`src/rtl/hwps_pkg.sv`:
```
`timescale 1ns / 1ps
`default_nettype none

package hwps_pkg;

   // mixer and generator constants
   localparam logic [63:0] MIX_C1          = 64'hbf58476d1ce4e5b9;
   localparam logic [63:0] MIX_C2          = 64'h94d049bb133111eb;
   localparam logic [63:0] MIX_GAMMA       = 64'h9e3779b97f4a7c15;
   localparam logic [63:0] ZERO_SEED_STATE = 64'h13579bdf13579bdf;

   // counting and rate limits
   localparam logic [16:0] HARD_CAP   = 17'd100000;
   localparam logic [16:0] COUNT_MAX  = 17'd131071;
   localparam logic [15:0] RATE_FLOOR = 16'd3;

   // register indexes
   localparam int unsigned CSR_INDEX_W = 2;
   localparam logic [CSR_INDEX_W-1:0] CSR_GLOBAL_SEED = 2'd0;
   localparam logic [CSR_INDEX_W-1:0] CSR_POINT_CAP   = 2'd1;

   // result status codes
   localparam logic [1:0] RSP_OK       = 2'd0;
   localparam logic [1:0] RSP_OVER_CAP = 2'd1;
   localparam logic [1:0] RSP_NO_POOL  = 2'd2;

   typedef struct packed {
      logic               kind;
      logic [3:0]         entry_index;
      logic [15:0]        entry_weight;
      logic               entry_has_asset;
      logic [15:0]        rate_min_in;
      logic [15:0]        rate_max_in;
      logic signed [31:0] pt_seed;
      logic               first_of_batch;
   } req_word_type;

   typedef struct packed {
      logic [1:0]  status;
      logic [3:0]  chosen_entry;
      logic [15:0] rate_q88;
   } rsp_word_type;

   // one stored pool entry
   typedef struct packed {
      logic        has_asset;
      logic [15:0] weight;
      logic [15:0] rate_min;
      logic [15:0] rate_max;
   } pool_entry_type;

   typedef enum logic [4:0] {
      S_IDLE, S_LOAD_RD, S_LOAD_WR, S_COUNT, S_CHECK,
      S_XS30, S_M_LL, S_M_HL, S_M_LH, S_M_FIN, S_XS27, S_XS31,
      S_TRUNC, S_SEEDST, S_T1, S_T2, S_T3, S_SCAN_INIT, S_SCAN,
      S_RCHK, S_R1, S_R2, S_EMIT
   } state_type;

   typedef enum logic [4:0] {
      OP_NONE, OP_CAPTURE, OP_LOAD_RD, OP_LOAD_WR, OP_COUNT, OP_SEED,
      OP_XS30, OP_XS27, OP_XS31, OP_MUL_LL, OP_MUL_HL, OP_MUL_LH, OP_MUL_FIN,
      OP_TRUNC, OP_SEEDST, OP_T1, OP_T2, OP_T3, OP_SCAN_INIT, OP_SCAN,
      OP_STEP, OP_R1, OP_R2, OP_EMIT
   } dp_op_type;

   typedef enum logic [1:0] {
      K_C1, K_C2, K_GAMMA
   } mul_const_type;

   typedef enum logic [1:0] {
      PH_HASH, PH_DRAW1, PH_DRAW2
   } mix_phase_type;

   typedef struct packed {
      dp_op_type     op;
      mul_const_type cnst;
      logic [1:0]    status;
   } dp_cmd_type;

   typedef struct packed {
      logic empty;
      logic over_cap;
      logic found;
      logic span_nz;
   } dp_stat_type;

endpackage

`default_nettype wire

```
`src/rtl/hashed_weighted_pool_sampler.sv`:
```
// load word: busy through the read and write states after start; no result
// point word: flagged ones answer after the count and check states; decorated ones run
//   the hash, a first draw and the slot scan up to the picked slot, plus a second draw
//   when the rate range is open; 64-bit products come from the shared 32x32 multiplier
// one word at a time; the result strobe lasts one cycle and cannot be stalled
// synchronous reset clears the pool, the point count and the registers to defaults
`timescale 1ns / 1ps
`default_nettype none

module hashed_weighted_pool_sampler #(
   parameter int unsigned POOL_DEPTH = 16
) (
   input  wire                    clock,
   input  wire                    reset,
   input  wire                    start,
   output logic                   busy,
   input  hwps_pkg::req_word_type req_word,
   output logic                   rsp_valid,
   output hwps_pkg::rsp_word_type rsp_word,
   input  wire                    csr_we,
   input  wire [hwps_pkg::CSR_INDEX_W-1:0] csr_index,
   input  wire [31:0]             csr_wdata
);

   hwps_pkg::dp_cmd_type  cmd;
   hwps_pkg::dp_stat_type stat;

   // sequencer
   hwps_ctrl u_ctrl (
      .clock    (clock),
      .reset    (reset),
      .start    (start),
      .req_kind (req_word.kind),
      .busy     (busy),
      .cmd      (cmd),
      .stat     (stat)
   );

   // pool, mixer and scan datapath
   hwps_dp #(
      .POOL_DEPTH (POOL_DEPTH)
   ) u_dp (
      .clock     (clock),
      .reset     (reset),
      .req_word  (req_word),
      .csr_we    (csr_we),
      .csr_index (csr_index),
      .csr_wdata (csr_wdata),
      .cmd       (cmd),
      .stat      (stat),
      .rsp_valid (rsp_valid),
      .rsp_word  (rsp_word)
   );

endmodule

`default_nettype wire

```
`src/rtl/hwps_ctrl.sv`:
```
`timescale 1ns / 1ps
`default_nettype none

module hwps_ctrl (
   input  wire                  clock,
   input  wire                  reset,
   input  wire                  start,
   input  wire                  req_kind,
   output logic                 busy,
   output hwps_pkg::dp_cmd_type cmd,
   input  hwps_pkg::dp_stat_type stat
);

   hwps_pkg::state_type     state_ff, state_in;
   hwps_pkg::mix_phase_type phase_ff, phase_in;
   hwps_pkg::mul_const_type mulk_ff, mulk_in;

   assign busy = (state_ff != hwps_pkg::S_IDLE);

   // state registers
   always_ff @(posedge clock) begin
      if (reset) begin
         state_ff <= hwps_pkg::S_IDLE;
         phase_ff <= hwps_pkg::PH_HASH;
         mulk_ff  <= hwps_pkg::K_C1;
      end else begin
         state_ff <= state_in;
         phase_ff <= phase_in;
         mulk_ff  <= mulk_in;
      end
   end

   // next state and datapath commands
   always_comb begin
      state_in   = state_ff;
      phase_in   = phase_ff;
      mulk_in    = mulk_ff;
      cmd.op     = hwps_pkg::OP_NONE;
      cmd.cnst   = mulk_ff;
      cmd.status = hwps_pkg::RSP_OK;
      case (state_ff)
         hwps_pkg::S_IDLE: begin
            if (start) begin
               cmd.op   = hwps_pkg::OP_CAPTURE;
               state_in = req_kind ? hwps_pkg::S_COUNT : hwps_pkg::S_LOAD_RD;
            end
         end
         hwps_pkg::S_LOAD_RD: begin
            cmd.op   = hwps_pkg::OP_LOAD_RD;
            state_in = hwps_pkg::S_LOAD_WR;
         end
         hwps_pkg::S_LOAD_WR: begin
            cmd.op   = hwps_pkg::OP_LOAD_WR;
            state_in = hwps_pkg::S_IDLE;
         end
         hwps_pkg::S_COUNT: begin
            cmd.op   = hwps_pkg::OP_COUNT;
            state_in = hwps_pkg::S_CHECK;
         end
         hwps_pkg::S_CHECK: begin
            if (stat.empty) begin
               cmd.op     = hwps_pkg::OP_EMIT;
               cmd.status = hwps_pkg::RSP_NO_POOL;
               state_in   = hwps_pkg::S_IDLE;
            end else if (stat.over_cap) begin
               cmd.op     = hwps_pkg::OP_EMIT;
               cmd.status = hwps_pkg::RSP_OVER_CAP;
               state_in   = hwps_pkg::S_IDLE;
            end else begin
               cmd.op   = hwps_pkg::OP_SEED;
               phase_in = hwps_pkg::PH_HASH;
               state_in = hwps_pkg::S_XS30;
            end
         end
         hwps_pkg::S_XS30: begin
            cmd.op   = hwps_pkg::OP_XS30;
            mulk_in  = hwps_pkg::K_C1;
            state_in = hwps_pkg::S_M_LL;
         end
         hwps_pkg::S_XS27: begin
            cmd.op   = hwps_pkg::OP_XS27;
            mulk_in  = hwps_pkg::K_C2;
            state_in = hwps_pkg::S_M_LL;
         end
         hwps_pkg::S_TRUNC: begin
            cmd.op   = hwps_pkg::OP_TRUNC;
            mulk_in  = hwps_pkg::K_GAMMA;
            state_in = hwps_pkg::S_M_LL;
         end
         hwps_pkg::S_M_LL: begin
            cmd.op   = hwps_pkg::OP_MUL_LL;
            state_in = hwps_pkg::S_M_HL;
         end
         hwps_pkg::S_M_HL: begin
            cmd.op   = hwps_pkg::OP_MUL_HL;
            state_in = hwps_pkg::S_M_LH;
         end
         hwps_pkg::S_M_LH: begin
            cmd.op   = hwps_pkg::OP_MUL_LH;
            state_in = hwps_pkg::S_M_FIN;
         end
         hwps_pkg::S_M_FIN: begin
            cmd.op = hwps_pkg::OP_MUL_FIN;
            case (mulk_ff)
               hwps_pkg::K_C1:    state_in = hwps_pkg::S_XS27;
               hwps_pkg::K_C2:    state_in = hwps_pkg::S_XS31;
               default:           state_in = hwps_pkg::S_SEEDST;
            endcase
         end
         hwps_pkg::S_XS31: begin
            cmd.op = hwps_pkg::OP_XS31;
            case (phase_ff)
               hwps_pkg::PH_HASH:  state_in = hwps_pkg::S_TRUNC;
               hwps_pkg::PH_DRAW1: state_in = hwps_pkg::S_T1;
               default:            state_in = hwps_pkg::S_R1;
            endcase
         end
         hwps_pkg::S_SEEDST: begin
            cmd.op   = hwps_pkg::OP_SEEDST;
            phase_in = hwps_pkg::PH_DRAW1;
            state_in = hwps_pkg::S_XS30;
         end
         hwps_pkg::S_T1: begin
            cmd.op   = hwps_pkg::OP_T1;
            state_in = hwps_pkg::S_T2;
         end
         hwps_pkg::S_T2: begin
            cmd.op   = hwps_pkg::OP_T2;
            state_in = hwps_pkg::S_T3;
         end
         hwps_pkg::S_T3: begin
            cmd.op   = hwps_pkg::OP_T3;
            state_in = hwps_pkg::S_SCAN_INIT;
         end
         hwps_pkg::S_SCAN_INIT: begin
            cmd.op   = hwps_pkg::OP_SCAN_INIT;
            state_in = hwps_pkg::S_SCAN;
         end
         hwps_pkg::S_SCAN: begin
            if (stat.found) begin
               state_in = hwps_pkg::S_RCHK;
            end else begin
               cmd.op = hwps_pkg::OP_SCAN;
            end
         end
         hwps_pkg::S_RCHK: begin
            if (stat.span_nz) begin
               cmd.op   = hwps_pkg::OP_STEP;
               phase_in = hwps_pkg::PH_DRAW2;
               state_in = hwps_pkg::S_XS30;
            end else begin
               cmd.op   = hwps_pkg::OP_EMIT;
               state_in = hwps_pkg::S_IDLE;
            end
         end
         hwps_pkg::S_R1: begin
            cmd.op   = hwps_pkg::OP_R1;
            state_in = hwps_pkg::S_R2;
         end
         hwps_pkg::S_R2: begin
            cmd.op   = hwps_pkg::OP_R2;
            state_in = hwps_pkg::S_EMIT;
         end
         hwps_pkg::S_EMIT: begin
            cmd.op   = hwps_pkg::OP_EMIT;
            state_in = hwps_pkg::S_IDLE;
         end
         default: begin
            state_in = hwps_pkg::S_IDLE;
         end
      endcase
   end

   // a result always ends the item
   a_emit_ends: assert property (@(posedge clock) disable iff (reset)
      (cmd.op == hwps_pkg::OP_EMIT) |=> (state_ff == hwps_pkg::S_IDLE))
      else $error("emit not followed by idle");

   // a new item is only taken from idle
   a_capture_idle: assert property (@(posedge clock) disable iff (reset)
      (cmd.op == hwps_pkg::OP_CAPTURE) |-> (start && !busy))
      else $error("capture outside idle");

endmodule

`default_nettype wire

```
`src/rtl/hwps_dp.sv`:
```
`timescale 1ns / 1ps
`default_nettype none

module hwps_dp #(
   parameter int unsigned POOL_DEPTH = 16
) (
   input  wire                    clock,
   input  wire                    reset,
   input  hwps_pkg::req_word_type req_word,
   input  wire                    csr_we,
   input  wire [hwps_pkg::CSR_INDEX_W-1:0] csr_index,
   input  wire [31:0]             csr_wdata,
   input  hwps_pkg::dp_cmd_type   cmd,
   output hwps_pkg::dp_stat_type  stat,
   output logic                   rsp_valid,
   output hwps_pkg::rsp_word_type rsp_word
);

   localparam int unsigned AW = (POOL_DEPTH > 1) ? $clog2(POOL_DEPTH) : 1;
   localparam int unsigned TW = 16 + AW;

   // pool memory and per-entry valid bits
   hwps_pkg::pool_entry_type mem [0:POOL_DEPTH-1];
   logic [POOL_DEPTH-1:0]    valid_ff, valid_in;

   // control registers
   logic [31:0]   gseed_ff, gseed_in;
   logic [16:0]   cap_ff, cap_in;
   logic [16:0]   points_ff, points_in;
   logic [TW-1:0] total_ff, total_in;
   logic          empty_ff, empty_in;
   logic          over_ff, over_in;
   logic          found_ff, found_in;
   logic          rdv_ff, rdv_in;
   logic          rsp_valid_ff, rsp_valid_in;

   // payload registers
   hwps_pkg::req_word_type   req_ff, req_in;
   logic [63:0]              z_ff, z_in;
   logic [63:0]              st_ff, st_in;
   logic [63:0]              prod_ff, prod_in;
   logic [63:0]              acc_ff, acc_in;
   logic [31:0]              target_ff, target_in;
   logic [TW-1:0]            run_ff, run_in;
   logic [AW-1:0]            sidx_ff, sidx_in;
   logic [AW-1:0]            pidx_ff, pidx_in;
   logic [AW-1:0]            pick_ff, pick_in;
   logic [15:0]              lo_ff, lo_in;
   logic [15:0]              span_ff, span_in;
   logic [15:0]              rate_ff, rate_in;
   hwps_pkg::rsp_word_type   rsp_word_ff, rsp_word_in;
   hwps_pkg::pool_entry_type rd_data_ff;
   logic                     rd_valid_ff;

   // combinational helpers
   logic [AW+3:0]            idx_wide;
   logic [AW-1:0]            load_addr;
   logic                     load_in_range;
   logic [AW-1:0]            rd_addr;
   logic                     rd_in_range;
   hwps_pkg::pool_entry_type new_entry;
   logic [15:0]              old_eff, new_eff, rd_eff;
   logic [63:0]              cnst;
   logic [31:0]              mul_a, mul_b;
   logic [63:0]              mul_p;
   logic [16:0]              cnt_before, cap_eff;
   logic [63:0]              seed_base, st_step, t3_sum;
   logic [TW-1:0]            run_new;
   logic [15:0]              lo_pick, hi_pick;
   logic [AW+3:0]            pick_wide;

   assign rsp_valid = rsp_valid_ff;
   assign rsp_word  = rsp_word_ff;

   assign stat.empty    = empty_ff;
   assign stat.over_cap = over_ff;
   assign stat.found    = found_ff;
   assign stat.span_nz  = (span_ff != 16'd0);

   // load slot decode
   assign idx_wide      = (AW + 4)'(req_ff.entry_index);
   assign load_addr     = idx_wide[AW-1:0];
   assign load_in_range = (32'(req_ff.entry_index) < 32'(POOL_DEPTH));
   assign rd_addr       = (cmd.op == hwps_pkg::OP_LOAD_RD) ? load_addr : sidx_ff;
   assign rd_in_range   = (32'(rd_addr) < 32'(POOL_DEPTH));

   assign new_entry.has_asset = req_ff.entry_has_asset;
   assign new_entry.weight    = req_ff.entry_weight;
   assign new_entry.rate_min  = req_ff.rate_min_in;
   assign new_entry.rate_max  = req_ff.rate_max_in;

   // weight that counts toward the total
   assign rd_eff  = (rd_valid_ff && rd_data_ff.has_asset) ? rd_data_ff.weight : 16'd0;
   assign old_eff = rd_eff;
   assign new_eff = req_ff.entry_has_asset ? req_ff.entry_weight : 16'd0;

   // shared 32x32 multiplier with operand selection
   always_comb begin
      case (cmd.cnst)
         hwps_pkg::K_C1:    cnst = hwps_pkg::MIX_C1;
         hwps_pkg::K_C2:    cnst = hwps_pkg::MIX_C2;
         default:           cnst = hwps_pkg::MIX_GAMMA;
      endcase
      case (cmd.op)
         hwps_pkg::OP_MUL_HL: begin
            mul_a = z_ff[63:32];
            mul_b = cnst[31:0];
         end
         hwps_pkg::OP_MUL_LH: begin
            mul_a = z_ff[31:0];
            mul_b = cnst[63:32];
         end
         hwps_pkg::OP_T1: begin
            mul_a = z_ff[42:11];
            mul_b = 32'(total_ff);
         end
         hwps_pkg::OP_T2: begin
            mul_a = {11'd0, z_ff[63:43]};
            mul_b = 32'(total_ff);
         end
         hwps_pkg::OP_R1: begin
            mul_a = {16'd0, z_ff[63:48]};
            mul_b = {16'd0, span_ff};
         end
         default: begin
            mul_a = z_ff[31:0];
            mul_b = cnst[31:0];
         end
      endcase
   end

   assign mul_p = {32'd0, mul_a} * {32'd0, mul_b};

   // batch count and cap
   assign cnt_before = req_ff.first_of_batch ? 17'd0 : points_ff;
   assign cap_eff    = (cap_ff < hwps_pkg::HARD_CAP) ? cap_ff : hwps_pkg::HARD_CAP;

   // generator seeding and stepping
   assign seed_base = (z_ff == 64'd0) ? hwps_pkg::ZERO_SEED_STATE : z_ff;
   assign st_step   = ((cmd.op == hwps_pkg::OP_SEEDST) ? seed_base : st_ff)
                      + hwps_pkg::MIX_GAMMA;
   assign t3_sum    = (prod_ff << 11) + (acc_ff >> 21);

   // scan arithmetic
   assign run_new = run_ff + TW'(rd_eff);
   assign lo_pick = (rd_data_ff.rate_min < hwps_pkg::RATE_FLOOR) ?
                    hwps_pkg::RATE_FLOOR : rd_data_ff.rate_min;
   assign hi_pick = (rd_data_ff.rate_max < lo_pick) ? lo_pick : rd_data_ff.rate_max;

   assign pick_wide = (AW + 4)'(pick_ff);

   // next-state logic of the datapath
   always_comb begin
      valid_in     = valid_ff;
      gseed_in     = gseed_ff;
      cap_in       = cap_ff;
      points_in    = points_ff;
      total_in     = total_ff;
      empty_in     = empty_ff;
      over_in      = over_ff;
      found_in     = found_ff;
      rdv_in       = 1'b0;
      rsp_valid_in = 1'b0;
      req_in       = req_ff;
      z_in         = z_ff;
      st_in        = st_ff;
      prod_in      = prod_ff;
      acc_in       = acc_ff;
      target_in    = target_ff;
      run_in       = run_ff;
      sidx_in      = sidx_ff;
      pidx_in      = pidx_ff;
      pick_in      = pick_ff;
      lo_in        = lo_ff;
      span_in      = span_ff;
      rate_in      = rate_ff;
      rsp_word_in  = rsp_word_ff;

      // register writes
      if (csr_we) begin
         case (csr_index)
            hwps_pkg::CSR_GLOBAL_SEED: gseed_in = csr_wdata;
            hwps_pkg::CSR_POINT_CAP:   cap_in   = csr_wdata[16:0];
            default: begin
            end
         endcase
      end

      case (cmd.op)
         hwps_pkg::OP_CAPTURE: req_in = req_word;
         hwps_pkg::OP_LOAD_WR: begin
            if (load_in_range) begin
               valid_in[load_addr] = 1'b1;
               total_in = total_ff - TW'(old_eff) + TW'(new_eff);
            end
         end
         hwps_pkg::OP_COUNT: begin
            points_in = (cnt_before < hwps_pkg::COUNT_MAX) ? cnt_before + 17'd1
                                                           : cnt_before;
            empty_in  = (total_ff == '0);
            over_in   = (cnt_before >= cap_eff);
         end
         hwps_pkg::OP_SEED:    z_in = {gseed_ff, req_ff.pt_seed};
         hwps_pkg::OP_XS30:    z_in = z_ff ^ (z_ff >> 30);
         hwps_pkg::OP_XS27:    z_in = z_ff ^ (z_ff >> 27);
         hwps_pkg::OP_XS31:    z_in = z_ff ^ (z_ff >> 31);
         hwps_pkg::OP_MUL_LL:  prod_in = mul_p;
         hwps_pkg::OP_MUL_HL: begin
            acc_in  = prod_ff;
            prod_in = mul_p;
         end
         hwps_pkg::OP_MUL_LH: begin
            acc_in  = acc_ff + {prod_ff[31:0], 32'd0};
            prod_in = mul_p;
         end
         hwps_pkg::OP_MUL_FIN: z_in = acc_ff + {prod_ff[31:0], 32'd0};
         hwps_pkg::OP_TRUNC:   z_in = {32'd0, z_ff[31:0]};
         hwps_pkg::OP_SEEDST,
         hwps_pkg::OP_STEP: begin
            st_in = st_step;
            z_in  = st_step;
         end
         hwps_pkg::OP_T1:      prod_in = mul_p;
         hwps_pkg::OP_T2: begin
            acc_in  = prod_ff;
            prod_in = mul_p;
         end
         hwps_pkg::OP_T3:      target_in = t3_sum[63:32];
         hwps_pkg::OP_SCAN_INIT: begin
            sidx_in  = '0;
            run_in   = '0;
            found_in = 1'b0;
         end
         hwps_pkg::OP_SCAN: begin
            sidx_in = sidx_ff + AW'(1);
            pidx_in = sidx_ff;
            rdv_in  = 1'b1;
            // evaluate the entry read in the previous cycle
            if (rdv_ff && !found_ff && (rd_eff != 16'd0)) begin
               run_in = run_new;
               if (32'(run_new) > target_ff) begin
                  found_in = 1'b1;
                  pick_in  = pidx_ff;
                  lo_in    = lo_pick;
                  span_in  = hi_pick - lo_pick;
                  rate_in  = lo_pick;
               end
            end
         end
         hwps_pkg::OP_R1:      prod_in = mul_p;
         hwps_pkg::OP_R2:      rate_in = lo_ff + prod_ff[31:16];
         hwps_pkg::OP_EMIT: begin
            rsp_valid_in       = 1'b1;
            rsp_word_in.status = cmd.status;
            if (cmd.status == hwps_pkg::RSP_OK) begin
               rsp_word_in.chosen_entry = pick_wide[3:0];
               rsp_word_in.rate_q88     = rate_ff;
            end else begin
               rsp_word_in.chosen_entry = 4'd0;
               rsp_word_in.rate_q88     = 16'd0;
            end
         end
         default: begin
         end
      endcase
   end

   // control registers
   always_ff @(posedge clock) begin
      if (reset) begin
         valid_ff     <= '0;
         gseed_ff     <= 32'd0;
         cap_ff       <= hwps_pkg::HARD_CAP;
         points_ff    <= 17'd0;
         total_ff     <= '0;
         empty_ff     <= 1'b0;
         over_ff      <= 1'b0;
         found_ff     <= 1'b0;
         rdv_ff       <= 1'b0;
         rsp_valid_ff <= 1'b0;
      end else begin
         valid_ff     <= valid_in;
         gseed_ff     <= gseed_in;
         cap_ff       <= cap_in;
         points_ff    <= points_in;
         total_ff     <= total_in;
         empty_ff     <= empty_in;
         over_ff      <= over_in;
         found_ff     <= found_in;
         rdv_ff       <= rdv_in;
         rsp_valid_ff <= rsp_valid_in;
      end
   end

   // payload registers
   always_ff @(posedge clock) begin
      req_ff      <= req_in;
      z_ff        <= z_in;
      st_ff       <= st_in;
      prod_ff     <= prod_in;
      acc_ff      <= acc_in;
      target_ff   <= target_in;
      run_ff      <= run_in;
      sidx_ff     <= sidx_in;
      pidx_ff     <= pidx_in;
      pick_ff     <= pick_in;
      lo_ff       <= lo_in;
      span_ff     <= span_in;
      rate_ff     <= rate_in;
      rsp_word_ff <= rsp_word_in;
   end

   // pool memory: one write port, one registered read port
   always_ff @(posedge clock) begin
      if ((cmd.op == hwps_pkg::OP_LOAD_WR) && load_in_range) begin
         mem[load_addr] <= new_entry;
      end
      rd_data_ff  <= mem[rd_addr];
      rd_valid_ff <= rd_in_range ? valid_ff[rd_addr] : 1'b0;
   end

   // a result word is a single-cycle strobe
   a_rsp_pulse: assert property (@(posedge clock) disable iff (reset)
      rsp_valid_ff |=> !rsp_valid_ff)
      else $error("result strobe longer than one cycle");

   // a decorated point never falls below the rate floor
   a_rate_floor: assert property (@(posedge clock) disable iff (reset)
      (rsp_valid_ff && (rsp_word_ff.status == hwps_pkg::RSP_OK))
      |-> (rsp_word_ff.rate_q88 >= hwps_pkg::RATE_FLOOR))
      else $error("decorated rate below floor");

   // empty-pool flag agrees with the running total
   a_no_pool: assert property (@(posedge clock) disable iff (reset)
      ((cmd.op == hwps_pkg::OP_EMIT) && (cmd.status == hwps_pkg::RSP_NO_POOL))
      |-> (total_ff == '0))
      else $error("no-pool status with nonzero total");

endmodule

`default_nettype wire

```
`config.mk`:
```
export PLATFORM = sky130hd
export DESIGN_NAME = hashed_weighted_pool_sampler
export DESIGN_NICKNAME = d
export VERILOG_FILES = /design/src/rtl/hwps_pkg.sv /design/src/rtl/hashed_weighted_pool_sampler.sv /design/src/rtl/hwps_ctrl.sv /design/src/rtl/hwps_dp.sv
export SDC_FILE = /design/constraint.sdc
export NUM_CORES = 2
export LEC_CHECK = 0
export BUFFER_PORTS_ARGS = -buffer_cell sky130_fd_sc_hd__buf_4
export CAP_MARGIN = 20
export CORE_MARGIN = 1
export CORE_UTILIZATION = 35
export DETAILED_ROUTE_END_ITERATION = 10
export PLACE_DENSITY = 0.48
export SYNTH_ARGS = -nofsm -noshare
export SYNTH_HDL_FRONTEND = slang
export SYNTH_SLANG_ARGS = --single-unit
```
`constraint.sdc`:
```
create_clock -name clock -period 11.55 [get_ports clock]
set_input_delay 1.7325 -clock clock [delete_from_list [all_inputs] [get_ports clock]]
set_output_delay 1.7325 -clock clock [all_outputs]
set_load 0.05 [all_outputs]
```
# Word level (Yosys, flattened, before mapping)
# Memory sizes are Yosys's and may differ from the RTL's. A register that Yosys moved wholly into a read port is not among the register bits.
# Cells that the tools add are included.
# op_classes
addsub	10
n_mux	55
bitwise	5
eq_ne	55
n_reduce_logical	36
n_mul	1
magnitude_cmp	9
# ops
cell	count
64-bit case mux with 7 select lines	1
64-bit two-way mux	2
32-bit case mux with 4 select lines	1
64-bit case mux with 2 select lines	1
62-bit case mux with 2 select lines	1
5-bit case mux with 23 select lines	1
16-bit two-way mux	6
32-bit case mux with 3 select lines	1
5-bit case mux with 19 select lines	1
5-bit by 4-bit == test with 1-bit output (second input constant)	16
5-bit == test (second input constant)	15
64-bit by 43-bit adder with 64-bit output	1
64-bit adder	1
64-bit adder (second input constant)	1
64-bit zero test	1
32-bit by 32-bit multiplier with 64-bit output	1
64-bit by 33-bit XOR with 64-bit output	1
64-bit by 34-bit XOR with 64-bit output	1
64-bit by 37-bit XOR with 64-bit output	1
17-bit two-way mux	3
20-bit by 16-bit adder with 20-bit output	2
5-bit by 3-bit == test with 1-bit output (second input constant)	8
20-bit case mux with 2 select lines	1
17-bit < comparator (second input constant)	2
other kinds (49)	101
# word_totals
output_inout_bits	24
register_bits	593
ramBits	784
n_memories	1
elab_cells	209
inputBits	125
# mem_list
name	words	word_bits	rd	rd_clocked_by_memory_dff	wr	line	text
u_dp.mem	16	49	1	1	1	hwps_dp.sv:23	hwps_pkg::pool_entry_type mem [0:POOL_DEPTH-1];

# Longest topological paths before layout
# logic_depth
word_depth	7
ltp_mapped	40

# Modules after synthesis
# Synthesis repeated with hierarchy kept, for this count alone.
# hier_totals
hier_cells	8742
hier_area_um2	97897.6
# modules_own_cells
mod	n_inst	area_per_inst_um2	seq_area_each_um2	cells_per_inst
hwps_dp	1	96899.2	40979.3	8601
hwps_ctrl	1	998.5	180.2	141

# Worst setup path before layout
# No wires, ideal clock.
# synth_path
path_type	register to register
from	register u_ctrl.state_ff[4]
to	register u_dp.prod_ff[57] (data pin)
path_slack_ns	1.773
t_arrival_ns	9.512
setup_ns	0.265
stages_incl_launch_ff	35
cell_sequence	dfxtp_1 -> buf_2 -> nor2b_1 -> buf_1 -> nand2_1 -> nor3_1 -> nor2_1 -> nand2_1 -> nor2_1 -> and2_1 -> clkbuf_1 -> a21oi_1 -> clkbuf_1 -> nand2_1 -> fa_1 -> fa_1 -> fa_1 -> fa_1 -> inv_1 -> fa_1 -> fa_1 -> fa_1 -> fa_1 -> ha_1 -> a211o_1 -> a21oi_1 -> o21ai_0 -> a221o_1 -> a21o_1 -> o41a_1 -> a21oi_1 -> a31oi_1 -> a221oi_1 -> o21ai_0 -> xor2_1
# synth_between
elab_chain_cells	6
elab_cells_between_ends	33
classes_between	mul (1); eq/ne (27); mux (3); reduce/logical (2)
# synth_lines
item	line	text
start: declaration	hwps_ctrl.sv:14	hwps_pkg::state_type state_ff, state_in;
start signal: assignment	hwps_ctrl.sv:23	state_ff <= hwps_pkg::S_IDLE;
start signal: assignment	hwps_ctrl.sv:27	state_ff <= state_in;
5-bit == test, or another cell as far along	hwps_ctrl.sv:41	case (state_ff)
5-bit case mux with 23 select lines (*)	hwps_ctrl.sv:41	
5-bit by 4-bit == test with 1-bit output / 5-bit == test (equally long branches)	hwps_dp.sv:104	case (cmd.op)
2-bit OR reduction (no source line)	-	
32-bit case mux with 3 select lines	hwps_dp.sv:104	
32-bit by 32-bit multiplier with 64-bit output (*)	hwps_dp.sv:132	assign mul_p = {32'd0, mul_a} * {32'd0, mul_b};
net u_dp.mul_p[57]	hwps_dp.sv:65	logic [63:0] mul_p;
end signal: assignment	hwps_dp.sv:300	prod_ff <= prod_in;
end: declaration	hwps_dp.sv:41	logic [63:0] prod_ff, prod_in;
# The timed path passes the listed nets; every way through them passes the cells marked *.
# A chain may end at the register's enable or synchronous reset.

# Worst setup path in the final report
# layout_path
from	register u_ctrl.state_ff[1]
to	register u_dp.prod_ff[63] (data pin)
# Same word-level chain as after synthesis.

==> run_results.csv <==
group,metric,value,unit
run,cap_violations,0,
clocking,cts_sinks,1426,
finish,area_growth,12.2,%
hold_path,min_path_cells,0,
route,wl,348,mm
worst_setup_path,start_kind,"register",
route,vias,68626,
place,port_buffers,148,
place,gp_congestion,0.950,
sta,fin_crit,11.10,ns
finish,drive_gt1_share,11.4,%
finish,layout_common_cells,"edfxtp_1, inv_1, nand2_1",
global_route,grt_overflow,0,
worst_setup_path,crit_start,"u_ctrl.state_ff[1]",
clocking,clk_latency,0.85,ns
route,wl_per_cell,27.5,um
place,placed_area,104000,um2
sta,grt_setup_unrepaired,"no",
logic_synthesis,synthTopCellsByArea,"edfxtp_1, fa_1, ha_1, mux4_2, inv_1",
logic_synthesis,syn_inst,8671,
sta,holdWs,0.424,ns
logic_synthesis,ys_seq_elements,1426,
global_route,grt_pass1_wl,504,mm
sta,final_max_slew_viol_count,0,
logic_synthesis,syn_avg_cell_area,11.3,um2
sta,finalSetupTns,0,ns
logic_synthesis,synthArstFlopShare,0,%
logic_synthesis,synth_warnings,0,
logic_synthesis,syn-num-nets,10130,
sta,tightest_slew,1.22,ns
sta,hold_viol_final,0,
sta,slew_headroom,18.5,%
worst_setup_path,required,12.12,ns
hold_path,min-delay-start,"u_dp.pidx_ff[0]",
sta,fin_ws,0.452,ns
global_route,antenna_found_initial,23,
finish,num-nets-final,10277,
global_route,grt_max_degree,101,
clocking,root_buffer,"clkbuf_16",
route,drt_first_pass_iters,9,
worst_setup_path,end_kind,"register",
floorplanning,die_height,530,um
sta,fin_skew,0.0716,ns
sta,fmax,0.0901,GHz
worst_setup_path,rr_worst_depth,28,
worst_setup_path,crit_slowest_cell,"a21oi_1",
logic_synthesis,synth_edf_count,1260,
route,drc,0,
floorplanning,std_cell_rows,193,
route,ant_nets,0,
logic_synthesis,post-synth-top-area-fraction,38.7,%
clocking,clockBufferDepth,4,
worst_setup_path,r2r_start,"u_ctrl.state_ff[1]",
floorplanning,die-area,281000,um2
status,status,"finished, final reports clean",
worst_setup_path,worst_path_largest_cell_delay,1.00,ns
route,vias_per_cell,5.42,
clocking,cts_hold_buffers,0,
hold_path,hold_path_end,"u_dp.pick_ff[0]",
global_route,grt_pass1_vias,70487,
floorplanning,core,277000,um2
floorplanning,start_util,35.3,%
sta,finalSetupViolations,0,
clocking,cts_buffers,163,
finish,layout_commonest_cell,"edfxtp_1",
worst_setup_path,crit_top_cell,"fa_1",
logic_synthesis,yosys.cell_types.count,103,
floorplanning,io_pins,149,
worst_setup_path,cp_data_arrival_time,11.67,ns
finish,fin_area,110000,um2
logic_synthesis,ys_seq_area_share,42.1,%
worst_setup_path,crit_fanout,27,
logic_synthesis,syn_area,97700,um2
hold_path,hold_class,"register to register",
place,hpwl,258,mm
logic_synthesis,synth_top_area_cell,"edfxtp_1",
floorplanning,die_x,530,um
clocking,clkTransAtPathRegs,0.06,ns
worst_setup_path,timing.rr.end,"u_dp.prod_ff[63]",
global_route,grt_usage,24.8,%
clocking,cts_tree,"built",
worst_setup_path,ff2ff_setup_slack,0.45,ns
logic_synthesis,yosys_most_used_dff,"edfxtp_1",
clocking,h-tree-depth,4,
place,place_ws,0.472,ns
sta,finalCritPeriodShare,96.1,%
route,drtIter0Drc,6515,
worst_setup_path,critPathKind,"register to register",
-- how the worst max path moves through the flow --
stage / endpoint / slack, ns
floorplan: u_dp.prod_ff[57] / 1.77
global route: u_dp.prod_ff[63] / 0.07
CTS: u_dp.prod_ff[57] / 0.49
detailed placement: u_dp.prod_ff[57] / 0.47
finish: u_dp.prod_ff[63] / 0.45
global placement: u_dp.prod_ff[57] / 0.13
-- cell type report --
cell class / count / area, um2
Antenna cell: 9 / 22.5
Clock buffer: 211 / 4430
Clock inverter: 77 / 769
Fill cell: 26953 / 167000
Inverter: 1059 / 3980
Multi-Input combinational cell: 5722 / 51200
Sequential cell: 1426 / 41200
Tap cell: 3705 / 4640
Timing Repair Buffer: 446 / 3400
-- critical path, delay by kind of cell, from the launching register on --
kind,cells,cell delay (ns)
AND/OR/NAND/NOR,4,1.24
adder cells (fa/ha/maj),9,4.81
XOR/XNOR,1,0.15
AO/OA/AOI/OAI,9,3.12
flip-flops,1,0.69
buffers and inverters,5,0.83
-- flip-flops by register name, indices dropped and copies added, names as in the netlist, 5 cells and up --
register	count
u_dp.lo_ff	16
u_dp.total_ff	20
u_dp.points_ff	17
u_dp.rd_data_ff	49
u_dp.acc_ff	64
u_dp.st_ff	64
u_dp.new_entry	49
u_dp.valid_ff	16
u_dp.req_ff	33
u_ctrl.state_ff	5
u_dp.target_ff	32
u_dp.run_ff	20
u_dp.prod_ff	64
u_dp.cap_ff	17
u_dp.rate_ff	16
u_dp.span_ff	16
u_dp.rsp_word	22
u_dp.gseed_ff	32
u_dp.mem	784
u_dp.z_ff	64
-- cells in the mapped netlist, drive strengths merged (18+ instances only) --
library cell  number
a21boi            20
mux4             200
o31ai             18
o211ai            27
buf               78
nor2             961
nand4             34
inv             1058
a211oi            80
a222oi            38
a22oi             43
clkbuf           386
o221ai            38
o21ai            220
or3               27
a21oi            283
fa               916
xnor2            130
nand2           1054
and2             133
nand3             75
o21bai            24
and3              56
a221o             63
ha               418
nor4              35
nor3              83
a31oi            125
edfxtp          1260
a21o              90
nand2b            40
nor2b             76
mux2i             47
o21a              37
xor2             115
dfxtp            166
-- through the flow --
| stage | instances | utilization (%) |
|---|---|---|
| after floorplan | 8671 | - |
| after global placement | 12357 | 37.7 |
| after detailed placement | 12358 | 37.7 |
| after CTS | 12646 | 39.6 |
| after global routing | 12649 | 39.6 |
| final | 12655 | 39.6 |
-- metal layers --
| layer | global-route usage [%] | vias to the layer above | share of wire (%) |
|---|---|---|---|
| met5 | 0 | - | 0.016 |
| met4 | 11.6 | 8 | 5.3 |
| met3 | 3.45 | 641 | 5.9 |
| met2 | 40.4 | 2504 | 47 |
| met1 | 32.6 | 35488 | 42 |
| li1 | - | 29985 | - |
-- cells by family (layout without fill, tap and decap cells) --
kind of cell	after synthesis	count (layout)	synth area share (%)
compound gates	1238	1238	8.63
xor+xnor	245	245	2.20
fa+ha+maj	1334	1334	24.1
buf+inv	1523	1793	5.92
flops	1426	1426	42.1
mux	259	259	5.23
other cells	0	9	0
simple gates	2646	2646	11.8
-- repair_timing --
item,CTS,global route
endpoints found under the setup margin,0,2
hold endpoints to repair,0,0
setup buffers,0,0
resized for setup,0,1
Power is left out: the tool's default activity adds up to more than one toggle a clock period on the data nets, which glitch-free logic cannot reach.
